## config.mk

```make
export PLATFORM = sky130hd
export DESIGN_NAME = bouncing_ball_led_effect
export DESIGN_NICKNAME = d
export VERILOG_FILES = /design/src/sv/bbled_pkg.sv /design/src/sv/bouncing_ball_led_effect.sv
export SDC_FILE = /design/constraint.sdc
export NUM_CORES = 2
export LEC_CHECK = 0
export ABC_AREA = 1
export BUFFER_PORTS_ARGS = -buffer_cell sky130_fd_sc_hd__buf_2
export CORE_ASPECT_RATIO = 1.4
export CORE_MARGIN = 1.5
export CORE_UTILIZATION = 55
export DETAILED_ROUTE_END_ITERATION = 12
export PLACE_DENSITY_LB_ADDON = 0.05
export SLEW_MARGIN = 25
export SYNTH_ARGS = -nofsm -noshare
export SYNTH_HDL_FRONTEND = slang
export SYNTH_SLANG_ARGS = --single-unit
export TNS_END_PERCENT = 1
```

## constraint.sdc

```tcl
create_clock -name clk -period 9.35 [get_ports clk]
set_input_delay 0.4675 -clock clk [delete_from_list [all_inputs] [get_ports clk]]
set_output_delay 0.4675 -clock clk [all_outputs]
set_load 0.05 [all_outputs]
```

## src/sv/bbled_pkg.sv

```systemverilog
// ----------------------------------------------------------------------------
// bbled_pkg: shared types and constants for the bouncing ball LED effect
// Holds the sequencer state type, register indexes, request codes and the
// fixed-point constants of the ball physics.
// ----------------------------------------------------------------------------
package bbled_pkg;

  // Default sizes for the top-level parameters
  localparam int MAX_BALLS_DEF    = 8;
  localparam int STRIP_LENGTH_DEF = 60;

  // Port widths
  localparam int CFG_IDX_W  = 2;
  localparam int CFG_DATA_W = 8;
  localparam int COUNT_W    = 4;
  localparam int COLOR_W    = 8;
  localparam int PIX_W      = 6;
  localparam int TIME_W     = 32;

  // Fixed-point widths
  localparam int MS_W    = 16;   // saturated elapsed milliseconds
  localparam int Y_W     = 29;   // ms * 8192 + 62
  localparam int TQ_W    = 23;   // elapsed seconds, Q.16
  localparam int SQ_W    = 29;   // t^2, Q.16
  localparam int LIN_W   = 27;   // v * t, Q.16
  localparam int GRAV_W  = 31;   // 4.905 * t^2, Q.16
  localparam int SPD_W   = 20;   // speed, Q4.16
  localparam int DAMP_W  = 16;   // damping, Q0.16
  localparam int NN_W    = 8;    // square of the ball count
  localparam int DIV_W   = 20;   // damping dividend
  localparam int MUL_W   = 32;   // shared multiplier operand width
  localparam int PROD_W  = 64;

  // Physics constants
  localparam logic [SPD_W-1:0]  START_SPEED = SPD_W'(290288);
  localparam logic [MUL_W-1:0]  HALF_G      = MUL_W'(321454);
  localparam logic [SPD_W-1:0]  SPEED_MIN   = SPD_W'(656);
  localparam logic [DAMP_W-1:0] DAMP_BASE   = DAMP_W'(58982);
  localparam logic [MS_W-1:0]   ELAPSED_MAX = {MS_W{1'b1}};

  // ms to Q.16 seconds: floor((ms*8192 + 62) / 125) via reciprocal
  localparam logic [Y_W-1:0]   MS_ROUND    = Y_W'(62);
  localparam logic [MUL_W-1:0] RECIP_125   = MUL_W'(549755813);
  localparam int               RECIP_SHIFT = 36;
  localparam int               DIVISOR_125 = 125;

  // Ball count after reset
  localparam int RESET_BALLS = 3;
  localparam int RESET_NN    = RESET_BALLS * RESET_BALLS;

  // Request codes
  localparam logic REQ_RESTART = 1'b0;
  localparam logic REQ_FRAME   = 1'b1;

  // Configuration register indexes
  typedef enum logic [CFG_IDX_W-1:0] {
    REG_BALL_COUNT  = 2'd0,
    REG_COLOR_RED   = 2'd1,
    REG_COLOR_GREEN = 2'd2,
    REG_COLOR_BLUE  = 2'd3
  } cfg_reg_t;

  // Sequencer states
  typedef enum logic [3:0] {
    ST_IDLE,
    ST_RS_SQUARE,
    ST_RS_INIT,
    ST_RS_DIV,
    ST_RS_WRITE,
    ST_FR_LOAD,
    ST_FR_RECIP,
    ST_FR_CORR,
    ST_FR_SQ,
    ST_FR_LIN,
    ST_FR_GRAV,
    ST_FR_CMP,
    ST_FR_DAMP,
    ST_FR_EMIT
  } state_t;

  // Damping of ball i after reset: 0.90 - i/9, clamped at zero
  function automatic logic [DAMP_W-1:0] damp_reset(input int i);
    int d;
    d = int'(DAMP_BASE) - ((i * 65536 + RESET_NN / 2) / RESET_NN);
    if (d < 0) begin
      d = 0;
    end
    return DAMP_W'(d);
  endfunction

endpackage

```

## src/sv/bouncing_ball_led_effect.sv

```systemverilog
// ----------------------------------------------------------------------------
// bouncing_ball_led_effect: bouncing balls effect for an LED strip
// Keeps per-ball bounce time, speed and damping, and on each frame
// transaction emits one lit pixel per ball from a fixed-point height model.
// ----------------------------------------------------------------------------
// One transaction is handled at a time. A restart squares the ball count, then
// takes each ball's damping from a one-bit-per-cycle restoring divider (20
// steps plus setup and write-back). A frame steps each ball through load,
// recip, corr, sq, lin, grav, cmp, damp and emit, waiting in emit while the
// result channel stalls; all of these but load, corr and emit feed the single
// shared 32x32 multiplier. in_stall is high from the accepting edge until a
// restart has written its last ball or a frame's last result is loaded into
// the output register, which then holds it while the next transaction is taken.
module bouncing_ball_led_effect #(
  parameter int MAX_BALLS    = bbled_pkg::MAX_BALLS_DEF,
  parameter int STRIP_LENGTH = bbled_pkg::STRIP_LENGTH_DEF
) (
  input  logic                             clk,
  input  logic                             rst_n,
  // configuration port
  input  logic                             cfg_wr_en,
  input  logic [bbled_pkg::CFG_IDX_W-1:0]  cfg_index,
  input  logic [bbled_pkg::CFG_DATA_W-1:0] cfg_data,
  // input channel
  input  logic                             in_valid,
  output logic                             in_stall,
  input  logic                             in_req_type,
  input  logic [bbled_pkg::TIME_W-1:0]     in_now_ms,
  // result channel
  output logic                             out_valid,
  input  logic                             out_stall,
  output logic [bbled_pkg::PIX_W-1:0]      out_pixel_index,
  output logic [bbled_pkg::COLOR_W-1:0]    out_pixel_red,
  output logic [bbled_pkg::COLOR_W-1:0]    out_pixel_green,
  output logic [bbled_pkg::COLOR_W-1:0]    out_pixel_blue,
  output logic                             out_last_of_frame
);
  import bbled_pkg::*;

  localparam int BIDX_W = (MAX_BALLS > 1) ? $clog2(MAX_BALLS) : 1;
  localparam int CNT_W  = $clog2(MAX_BALLS + 1);
  localparam int POS_W  = $clog2(STRIP_LENGTH);
  localparam int DCNT_W = $clog2(DIV_W);
  localparam int RESET_ACTIVE = (RESET_BALLS > MAX_BALLS) ? MAX_BALLS : RESET_BALLS;
  localparam logic [POS_W-1:0] POS_MAX = POS_W'(STRIP_LENGTH - 1);

  // Round a Q.32 product back to Q.16
  function automatic logic [PROD_W-17:0] rnd16(input logic [PROD_W-1:0] p);
    logic [PROD_W-1:0] s;
    s = p + PROD_W'(32768);
    return s[PROD_W-1:16];
  endfunction

  // Registers
  state_t               state_r, state_nxt;
  logic [COUNT_W-1:0]   ball_count_r;
  logic [COLOR_W-1:0]   color_red_r, color_green_r, color_blue_r;
  logic [CNT_W-1:0]     active_r;
  logic [CNT_W-1:0]     ball_idx_r;
  logic [TIME_W-1:0]    now_r;
  logic [PROD_W-1:0]    prod_r;
  logic [Y_W-1:0]       y_r;
  logic [TQ_W-1:0]      tq_r;
  logic [SQ_W-1:0]      sq_r;
  logic [LIN_W-1:0]     lin_r;
  logic [LIN_W-1:0]     h_r;
  logic                 bounce_r;
  logic [NN_W-1:0]      nn_r;
  logic [NN_W-1:0]      div_rem_r;
  logic [DIV_W-1:0]     div_num_r;
  logic [DCNT_W-1:0]    div_cnt_r;
  logic                 out_valid_r;
  logic [PIX_W-1:0]     out_index_r;
  logic [COLOR_W-1:0]   out_red_r, out_green_r, out_blue_r;
  logic                 out_last_r;

  // Per-ball state
  logic [TIME_W-1:0]    bt_r   [MAX_BALLS];
  logic [SPD_W-1:0]     spd_r  [MAX_BALLS];
  logic [DAMP_W-1:0]    damp_r [MAX_BALLS];

  // Combinational signals
  logic                 in_acc;
  logic                 out_free;
  logic                 last_ball;
  logic                 mul_en;
  logic [MUL_W-1:0]     mul_a, mul_b;
  logic [CNT_W-1:0]     n_clamp;
  logic [BIDX_W-1:0]    bidx;
  logic [TIME_W-1:0]    ms_diff;
  logic [MS_W-1:0]      ms_sat;
  logic [TQ_W-1:0]      q_est;
  logic [MUL_W-1:0]     q_x125;
  logic [MUL_W-1:0]     q_rem;
  logic [TQ_W-1:0]      tq_fix;
  logic [GRAV_W-1:0]    grav;
  logic [SPD_W-1:0]     spd_damped;
  logic [PROD_W-17:0]   pos_full;
  logic [POS_W-1:0]     pos_cap;
  logic [NN_W:0]        div_trial;
  logic                 div_bit;
  logic [DIV_W:0]       damp_diff;
  logic [DAMP_W-1:0]    damp_new;

  assign in_acc   = in_valid && !in_stall;
  assign out_free = !out_valid_r || !out_stall;
  assign bidx     = ball_idx_r[BIDX_W-1:0];
  assign last_ball = ((ball_idx_r + CNT_W'(1)) == active_r);

  // Clamp the ball count register into 1..MAX_BALLS
  always_comb begin
    if (ball_count_r == '0) begin
      n_clamp = CNT_W'(1);
    end else if (32'(ball_count_r) > 32'(MAX_BALLS)) begin
      n_clamp = CNT_W'(MAX_BALLS);
    end else begin
      n_clamp = CNT_W'(ball_count_r);
    end
  end

  // Elapsed time since the last bounce, saturated
  always_comb begin
    ms_diff = now_r - bt_r[bidx];
    ms_sat  = (|ms_diff[TIME_W-1:MS_W]) ? ELAPSED_MAX : ms_diff[MS_W-1:0];
  end

  // Correct the reciprocal estimate of y / 125 by one step
  always_comb begin
    q_est  = prod_r[RECIP_SHIFT+TQ_W-1:RECIP_SHIFT];
    q_x125 = MUL_W'(q_est) * MUL_W'(DIVISOR_125);
    q_rem  = MUL_W'(y_r) - q_x125;
    tq_fix = (q_rem >= MUL_W'(DIVISOR_125)) ? q_est + TQ_W'(1) : q_est;
  end

  // Gravity term, damped speed and pixel position from the product
  always_comb begin
    grav       = GRAV_W'(rnd16(prod_r));
    spd_damped = SPD_W'(rnd16(prod_r));
    pos_full   = rnd16(prod_r);
    pos_cap    = (pos_full > (PROD_W-16)'(POS_MAX)) ? POS_MAX : pos_full[POS_W-1:0];
  end

  // One restoring division step and the damping that follows
  always_comb begin
    div_trial = {div_rem_r, div_num_r[DIV_W-1]};
    div_bit   = (div_trial >= {1'b0, nn_r});
    damp_diff = {1'b0, DIV_W'(DAMP_BASE)} - {1'b0, div_num_r};
    damp_new  = damp_diff[DIV_W] ? '0 : damp_diff[DAMP_W-1:0];
  end

  // Next state
  always_comb begin
    state_nxt = state_r;
    unique case (state_r)
      ST_IDLE: begin
        if (in_valid) begin
          state_nxt = (in_req_type == REQ_RESTART) ? ST_RS_SQUARE : ST_FR_LOAD;
        end
      end
      ST_RS_SQUARE: state_nxt = ST_RS_INIT;
      ST_RS_INIT:   state_nxt = ST_RS_DIV;
      ST_RS_DIV: begin
        if (div_cnt_r == DCNT_W'(DIV_W - 1)) begin
          state_nxt = ST_RS_WRITE;
        end
      end
      ST_RS_WRITE:  state_nxt = last_ball ? ST_IDLE : ST_RS_INIT;
      ST_FR_LOAD:   state_nxt = ST_FR_RECIP;
      ST_FR_RECIP:  state_nxt = ST_FR_CORR;
      ST_FR_CORR:   state_nxt = ST_FR_SQ;
      ST_FR_SQ:     state_nxt = ST_FR_LIN;
      ST_FR_LIN:    state_nxt = ST_FR_GRAV;
      ST_FR_GRAV:   state_nxt = ST_FR_CMP;
      ST_FR_CMP:    state_nxt = ST_FR_DAMP;
      ST_FR_DAMP:   state_nxt = ST_FR_EMIT;
      ST_FR_EMIT: begin
        if (out_free) begin
          state_nxt = last_ball ? ST_IDLE : ST_FR_LOAD;
        end
      end
      default:      state_nxt = ST_IDLE;
    endcase
  end

  // Sequencer outputs: handshake and shared multiplier operands
  always_comb begin
    in_stall = 1'b1;
    mul_en   = 1'b0;
    mul_a    = '0;
    mul_b    = '0;
    unique case (state_r)
      ST_IDLE: in_stall = 1'b0;
      ST_RS_SQUARE: begin
        mul_en = 1'b1;
        mul_a  = MUL_W'(active_r);
        mul_b  = MUL_W'(active_r);
      end
      ST_FR_RECIP: begin
        mul_en = 1'b1;
        mul_a  = MUL_W'(y_r);
        mul_b  = RECIP_125;
      end
      ST_FR_SQ: begin
        mul_en = 1'b1;
        mul_a  = MUL_W'(tq_r);
        mul_b  = MUL_W'(tq_r);
      end
      ST_FR_LIN: begin
        mul_en = 1'b1;
        mul_a  = MUL_W'(spd_r[bidx]);
        mul_b  = MUL_W'(tq_r);
      end
      ST_FR_GRAV: begin
        mul_en = 1'b1;
        mul_a  = HALF_G;
        mul_b  = MUL_W'(sq_r);
      end
      ST_FR_CMP: begin
        mul_en = 1'b1;
        mul_a  = MUL_W'(spd_r[bidx]);
        mul_b  = MUL_W'(damp_r[bidx]);
      end
      ST_FR_DAMP: begin
        mul_en = 1'b1;
        mul_a  = MUL_W'(h_r);
        mul_b  = MUL_W'(STRIP_LENGTH - 1);
      end
      default: begin
        mul_en = 1'b0;
      end
    endcase
  end

  // State and control registers
  always_ff @(posedge clk) begin
    if (!rst_n) begin
      state_r    <= ST_IDLE;
      active_r   <= CNT_W'(RESET_ACTIVE);
      ball_idx_r <= '0;
    end else begin
      state_r <= state_nxt;
      if (in_acc) begin
        ball_idx_r <= '0;
        if (in_req_type == REQ_RESTART) begin
          active_r <= n_clamp;
        end
      end else if ((state_r == ST_RS_WRITE) ||
                   ((state_r == ST_FR_EMIT) && out_free)) begin
        ball_idx_r <= ball_idx_r + CNT_W'(1);
      end
    end
  end

  // Configuration registers
  always_ff @(posedge clk) begin
    if (!rst_n) begin
      ball_count_r  <= COUNT_W'(RESET_BALLS);
      color_red_r   <= COLOR_W'(255);
      color_green_r <= '0;
      color_blue_r  <= '0;
    end else if (cfg_wr_en) begin
      unique case (cfg_reg_t'(cfg_index))
        REG_BALL_COUNT:  ball_count_r  <= cfg_data[COUNT_W-1:0];
        REG_COLOR_RED:   color_red_r   <= cfg_data[COLOR_W-1:0];
        REG_COLOR_GREEN: color_green_r <= cfg_data[COLOR_W-1:0];
        REG_COLOR_BLUE:  color_blue_r  <= cfg_data[COLOR_W-1:0];
        default:         ball_count_r  <= ball_count_r;
      endcase
    end
  end

  // Shared multiplier, product held between uses
  always_ff @(posedge clk) begin
    if (mul_en) begin
      prod_r <= mul_a * mul_b;
    end
  end

  // Datapath registers
  always_ff @(posedge clk) begin
    if (in_acc) begin
      now_r <= in_now_ms;
    end
    unique case (state_r)
      ST_RS_INIT: begin
        nn_r      <= prod_r[NN_W-1:0];
        div_rem_r <= '0;
        div_cnt_r <= '0;
        div_num_r <= (DIV_W'(ball_idx_r) << 16) + DIV_W'(prod_r[NN_W-1:1]);
      end
      ST_RS_DIV: begin
        div_rem_r <= div_bit ? NN_W'(div_trial - {1'b0, nn_r}) : div_trial[NN_W-1:0];
        div_num_r <= {div_num_r[DIV_W-2:0], div_bit};
        div_cnt_r <= div_cnt_r + DCNT_W'(1);
      end
      ST_FR_LOAD: y_r  <= {ms_sat, 13'd0} + MS_ROUND;
      ST_FR_CORR: tq_r <= tq_fix;
      ST_FR_LIN:  sq_r <= SQ_W'(rnd16(prod_r));
      ST_FR_GRAV: lin_r <= LIN_W'(rnd16(prod_r));
      ST_FR_CMP: begin
        bounce_r <= (32'(lin_r) < 32'(grav));
        h_r      <= (32'(lin_r) < 32'(grav)) ? '0 : LIN_W'(32'(lin_r) - 32'(grav));
      end
      default: begin
        bounce_r <= bounce_r;
      end
    endcase
  end

  // Per-ball state: restart fills a ball, a bounce rewrites it
  always_ff @(posedge clk) begin
    if (!rst_n) begin
      for (int i = 0; i < MAX_BALLS; i++) begin
        bt_r[i]   <= '0;
        spd_r[i]  <= START_SPEED;
        damp_r[i] <= damp_reset(i);
      end
    end else if (state_r == ST_RS_WRITE) begin
      bt_r[bidx]   <= now_r;
      spd_r[bidx]  <= START_SPEED;
      damp_r[bidx] <= damp_new;
    end else if ((state_r == ST_FR_DAMP) && bounce_r) begin
      bt_r[bidx]  <= now_r;
      spd_r[bidx] <= (spd_damped < SPEED_MIN) ? START_SPEED : spd_damped;
    end
  end

  // Output register: load a pixel, drop valid once taken
  always_ff @(posedge clk) begin
    if (!rst_n) begin
      out_valid_r <= 1'b0;
    end else if ((state_r == ST_FR_EMIT) && out_free) begin
      out_valid_r <= 1'b1;
    end else if (!out_stall) begin
      out_valid_r <= 1'b0;
    end
  end

  always_ff @(posedge clk) begin
    if ((state_r == ST_FR_EMIT) && out_free) begin
      out_index_r <= PIX_W'(pos_cap);
      out_red_r   <= color_red_r;
      out_green_r <= color_green_r;
      out_blue_r  <= color_blue_r;
      out_last_r  <= last_ball;
    end
  end

  assign out_valid         = out_valid_r;
  assign out_pixel_index   = out_index_r;
  assign out_pixel_red     = out_red_r;
  assign out_pixel_green   = out_green_r;
  assign out_pixel_blue    = out_blue_r;
  assign out_last_of_frame = out_last_r;

endmodule

```

# Word level (Yosys, flattened, before mapping)

Memories as Yosys holds them, arrays and structs flattened. A register that Yosys moved wholly into a read port is not among the register bits.
Index checks and enable logic that the tools add are counted.

Register bits after elaboration: 345
Bits in writable memories: 544
Bits of input ports: 48
Output and inout bits: 33
Logic and storage cells: 146
Memories: 3

Add/sub/neg operators: 11
Multiply operators: 2
$lt $le $gt $ge: 6
Equal/unequal tests: 22
Muxes and demuxes: 48
Bitwise gates (word level): 4
Reduce and logical (&&, ||, !) cells: 25

Memories:

| name   | depth | width | read ports | clocked after Yosys merged registers in | write ports | RTL line                       | RTL |
|---|---|---|---|---|---|---|---|
| bt_r   | 8     | 32    | 1          | 1                                       | 8           | bouncing_ball_led_effect.sv:78 | `logic [TIME_W-1:0] bt_r [MAX_BALLS];` |
| spd_r  | 8     | 20    | 1          | 1                                       | 8           | bouncing_ball_led_effect.sv:79 | `logic [SPD_W-1:0] spd_r [MAX_BALLS];` |
| damp_r | 8     | 16    | 1          | 1                                       | 8           | bouncing_ball_led_effect.sv:80 | `logic [DAMP_W-1:0] damp_r [MAX_BALLS];` |

Operator list:

| kind                                                               | count |
|---|---|
| case mux 30 bit (6 select lines)                                   | 1 |
| case mux 29 bit (6 select lines)                                   | 1 |
| adder 64 x 16 -> 64 bit, second input constant                     | 1 |
| multiplier 32 x 32 -> 64 bit                                       | 1 |
| two-way mux 32 bit                                                 | 2 |
| two-way mux 20 bit                                                 | 3 |
| case mux 4 bit (14 select lines)                                   | 1 |
| > comparator 48 x 6 -> 1 bit, second input constant                | 1 |
| two-way mux 16 bit                                                 | 3 |
| case mux 20 bit (2 select lines)                                   | 1 |
| two-way mux 3 bit                                                  | 11 |
| greater-or-equal comparator 32 x 7 -> 1 bit, second input constant | 1 |
| OR reduction 16 bit                                                | 2 |
| OR reduction 32 bit                                                | 1 |
| subtractor 32 bit                                                  | 1 |
| < comparator 27 x 31 -> 1 bit                                      | 1 |
| subtractor 29 x 30 -> 31 bit                                       | 1 |
| multiplier 23 x 7 -> 30 bit, second input constant                 | 1 |
| adder 29 x 6 -> 29 bit, second input constant                      | 1 |
| subtractor 27 bit                                                  | 1 |
| equality test 4 bit, second input constant                         | 6 |
| adder 23 x 1 -> 23 bit, second input constant                      | 1 |
| two-way mux 23 bit                                                 | 1 |
| subtractor 16 x 20 -> 21 bit, first input constant                 | 1 |
| other kinds (35)                                                   | 73 |

# Longest topological paths before layout

Depth after elaboration: 9
Gate-level depth with buffers: 39
Mapped depth without buffers: 37

# Worst setup path before layout

No wires, ideal clock.

Path kind: register to register
Start point: register state_r[3]
End point: register prod_r[51] (data pin)
Arrival time: 7.930 ns
Data required time: 9.092 ns
Setup slack: 1.162 ns
Stages on the path, launching flop included: 31
Clock period less this slack: 8.188 ns
Path through: dfxtp_1 -> inv_1 -> nor2_1 -> inv_2 -> nor2_2 -> buf_2 -> buf_2 -> buf_1 -> nand2_1 -> fa_1 -> inv_1 -> fa_1 -> fa_1 -> inv_1 -> fa_1 -> inv_1 -> fa_1 -> fa_1 -> fa_1 -> inv_1 -> fa_1 -> inv_1 -> ha_1 -> nand2_1 -> nor2_1 -> inv_1 -> nor4_1 -> nand3_1 -> nand3_1 -> a21oi_1 -> xnor2_1

Longest elaborated chain between the ends: 4
Elaborated cells between the ends (all ways): 12
Classes of those cells: 1 x mul; 7 x eq/ne; 2 x mux; 2 x reduce/logical

Ends and longest elaborated chain:

| item                                                                                 | RTL line                        | RTL |
|---|---|---|
| start: declaration                                                                   | bouncing_ball_led_effect.sv:55  | `state_t state_r, state_nxt;` |
| start signal: assignment                                                             | bouncing_ball_led_effect.sv:241 | `state_r <= state_nxt;` |
| equality test 4 bit                                                                  | bouncing_ball_led_effect.sv:191 | `unique case (state_r)` |
| OR reduction 2 bit (no source line)                                                  | --                              |  |
| case mux 29 bit (6 select lines) or case mux 30 bit (6 select lines) (tied branches) | bouncing_ball_led_effect.sv:191 |  |
| multiplier 32 x 32 -> 64 bit *                                                       | bouncing_ball_led_effect.sv:275 | `prod_r <= mul_a * mul_b;` |
| end signal: assignment                                                               | bouncing_ball_led_effect.sv:275 |  |
| end: declaration                                                                     | bouncing_ball_led_effect.sv:61  | `logic [PROD_W-1:0] prod_r;` |

Mark *: on every way between the ends. The rest lies on a longest branch, timed or not.
A chain may end at the register's enable or synchronous reset.

==> flow_metrics.py <==
metrics = {
    "status": {
        "status": "completed",
    },
    "setup_path": {
        "cp_slowest_cell": "fa_1",
        "crit_type": "reg2reg",
        "cpPeakStageDelay_ns": 0.57,
        "cp.arrival_ns": 9.48,
        "crit_fanout": 38,
        "end_kind": "flop",
        "crit_path_start_kind": "flop",
        "cp_data_required_time_ns": 9.80,
        "cpMostUsedCell": "fa_1",
    },
    "routing": {
        "routedWlPerCell_um": 24.3,
        "viasPerCell": 5.61,
        "first_iter_violations": 5302,
        "drc": 0,
        "vias": 60200,
        "drt_first_pass_iters": 6,
        "routed_wl_um": 260000,
        "ant_nets": 0,
    },
    "yosys": {
        "synth_seq_cells": 871,
        "ys_warn_count": 0,
        "synth_cell_types": 56,
        "yosys.area.top_type": "edfxtp_1",
        "synth_edf_count": 827,
        "avgSynthCellArea_um2": 8.91,
        "async_flop_share_pct": 0,
        "ys_seq_area_share_pct": 33.8,
        "syn-cell-area_um2": 76000,
        "synth_top_area_share_pct": 32.7,
        "synthCells": 8528,
        "synthTopCellsByArea": "edfxtp_1 (33%), fa_1 (22%), inv_1 (8.6%)",
        "synthFlopType": "edfxtp_1",
    },
    "cells_and_area": {
        "drive_gt1_share_pct": 6.45,
        "final_area_um2": 83400,
        "syn2layout_area_growth_pct": 9.78,
        "final_nets": 10200,
        "instances_no_fill": 10700,
    },
    "floorplan": {
        "start_util_pct": 55.3,
        "die_area_um2": 140000,
        "rows": 161,
        "die_y_um": 443,
        "ioPinCount": 81,
        "core_um2": 137000,
        "die_w_um": 317,
    },
    "cts": {
        "cts-root-buf": "clkbuf_16",
        "clk_pin_slew_ns": 0.06,
        "insertion_delay_ns": 0.73,
        "cts_max_level": 3,
        "clock_sinks": 871,
        "cts_tree": "done",
        "numCtsBuffers": 87,
        "clockBufferDepth": 3,
    },
    "timing": {
        "skew_ns": 0.0376,
        "period_needed_ns": 9.03,
        "min_period_over_period_pct": 96.5,
        "setup_viol": 0,
        "fmax_mhz": 111,
        "maxSlewHeadroom_pct": 30.4,
        "worst_slew_pin_slew_ns": 1.04,
        "rsz0062_at_grt": "yes",
        "drv_slew": 0,
        "fin_ws_ns": 0.323,
        "final-hold-violation-count": 0,
    },
    "global_route": {
        "grt_pass1_wl_um": 383000,
        "use_met3_pct": 5.76,
        "use_met2_pct": 64.3,
        "grt_pass1_vias": 61900,
        "overflow": 0,
        "grt_max_degree": 111,
        "grt.busiest_layer": "met2",
        "grtUsageMet1_pct": 42.9,
        "track_usage_pct": 37.4,
        "antenna_found_initial": 9,
    },
    "min_path": {
        "hp-class": "in2reg",
        "hold_start": "cfg_data[0]",
    },
    "placement": {
        "portBuffers": 80,
        "dp.cells": 10500,
        "hpwl_um": 200000,
        "pre_cts_slack_ns": -0.301,
        "place_area_um2": 80100,
        "gp_congestion": 1.01,
    },
    "run": {
        "drv_cap": 0,
    },
}
## state kept, by name, indices dropped and copies added (netlist names), 5 cells and up, named ones only
name / count
bt_r: 256
spd_r: 160
damp_r: 128
prod_r: 56
now_r: 32
sq_r: 29
h_r: 27
lin_r: 27
tq_r: 23
div_num_r: 20
y_r: 16
color_blue_r: 8
color_green_r: 8
color_red_r: 8
div_rem_r: 8
nn_r: 8
out_pixel_blue: 8
out_pixel_green: 8
out_pixel_red: 8
out_pixel_index: 6
div_cnt_r: 5
## area by class of cell
type                    count  area (µm²)
multi-input cells        5763       43100
inverters                1769        6650
repair buffers            351        2780
clock inverters            53         591
well taps                1793        2240
clock buffers             109        2320
diodes                      4        10.0
fillers                 12200       54000
flip-flops and latches    871       25700
## worst paths after layout
check | end | slack, ns | cells after the start
worst min register to register | nn_r[0] | 0.43 | 0
worst max register to register | prod_r[51] | 0.32 | 31
worst min-delay path | ball_count_r[0] | 0.03 | 3
worst max-delay path | prod_r[51] | 0.32 | 31
## logic make-up after synthesis
group / after synthesis / synth area share [%]
AOI/OAI and AO/OA: 947 / 7.20
xor gates and xnor gates: 137 / 1.58
DFF: 871 / 33.8
adders and majority gates: 1303 / 29.9
other: 2 / 0.00988
and+or+nand+nor: 3219 / 17.1
buffers and inverters: 2049 / 10.4
## cell usage after synthesis, types with 4 or more instances
master / number
nand3b_1: 11
o211ai_1: 39
o21ai_0: 441
a2111oi_0: 4
nor2_1: 1228
a21oi_1: 223
o221ai_1: 70
buf_1: 10
nor3_1: 53
nor4_1: 8
nand3_2: 7
nor2_4: 16
o21ai_1: 4
buf_6: 4
o2111ai_1: 4
edfxtp_1: 827
nand2_1: 1548
ha_1: 449
inv_1: 1742
clkbuf_1: 150
buf_2: 104
buf_4: 12
nand2_2: 7
a21boi_0: 11
fa_1: 854
or2_2: 14
o22ai_1: 66
inv_2: 9
nor2_2: 18
a21o_1: 19
nand4_1: 51
a211oi_1: 7
dfxtp_1: 44
xnor2_1: 38
and3_1: 4
o21bai_1: 16
xor2_1: 99
a31oi_1: 18
a221oi_1: 15
nand3_1: 245
clkinv_1: 18
## repair_timing
item,CTS,global route
setup endpoints to repair,14,10
endpoints found under the hold margin,35,0
buffers inserted,0,3
hold buffers,35,0
cloned,0,0
resized for setup,3,9
pin swaps,0,1
## routing by layer
layer	up-vias	routed length (µm)
li1	27200	-
met5	-	61
met3	713	17200
met1	29900	92500
met2	2424	130000
met4	8	20400
## critical path: cells and delay by family (launching register included)
kind / cells / cell delay, ns
AND/OR/NAND/NOR: 7 / 1.21
adder cells (fa/ha/maj): 9 / 4.30
XOR/XNOR: 1 / 0.13
buffers and inverters: 9 / 1.57
AO/OA/AOI/OAI: 5 / 1.12
flip-flops: 1 / 0.42
## placed cells by master, fill, tap and decap left out, drive strengths merged, types with 7 or more instances in the layout
cell            n
a211oi          7
or2            14
nor2         1262
a21o           19
nand4          51
a21oi         224
nor3           55
fa            854
bufinv          7
dfxtp          44
clkinv         42
clkinvlp        7
dlygate4sd3    35
clkbuf        109
o221ai         70
conb          157
nand3         253
a21boi         11
nand2        1558
edfxtp        827
xnor2          38
xor2           99
nor4            8
nand3b         11
inv          1766
ha            449
buf           316
o21bai         16
o21ai         445
o211ai         39
a31oi          19
a221oi         15
o22ai          68
## through the flow
stage / util (%) / setup TNS [ns] / hold slack, ns
finish: 60.7 / 0 / 0.0309
global placement: 58.3 / -1.11 / 0.411
CTS: 60.7 / 0 / 0.00920
floorplan: - / 0 / 0.400
global route: 60.7 / -0.0428 / 0.0277
detailed placement: 58.3 / -1.44 / 0.414
Power is not shown: default switching activity piles up to over one toggle a cycle in this logic, so the estimate is an artifact.
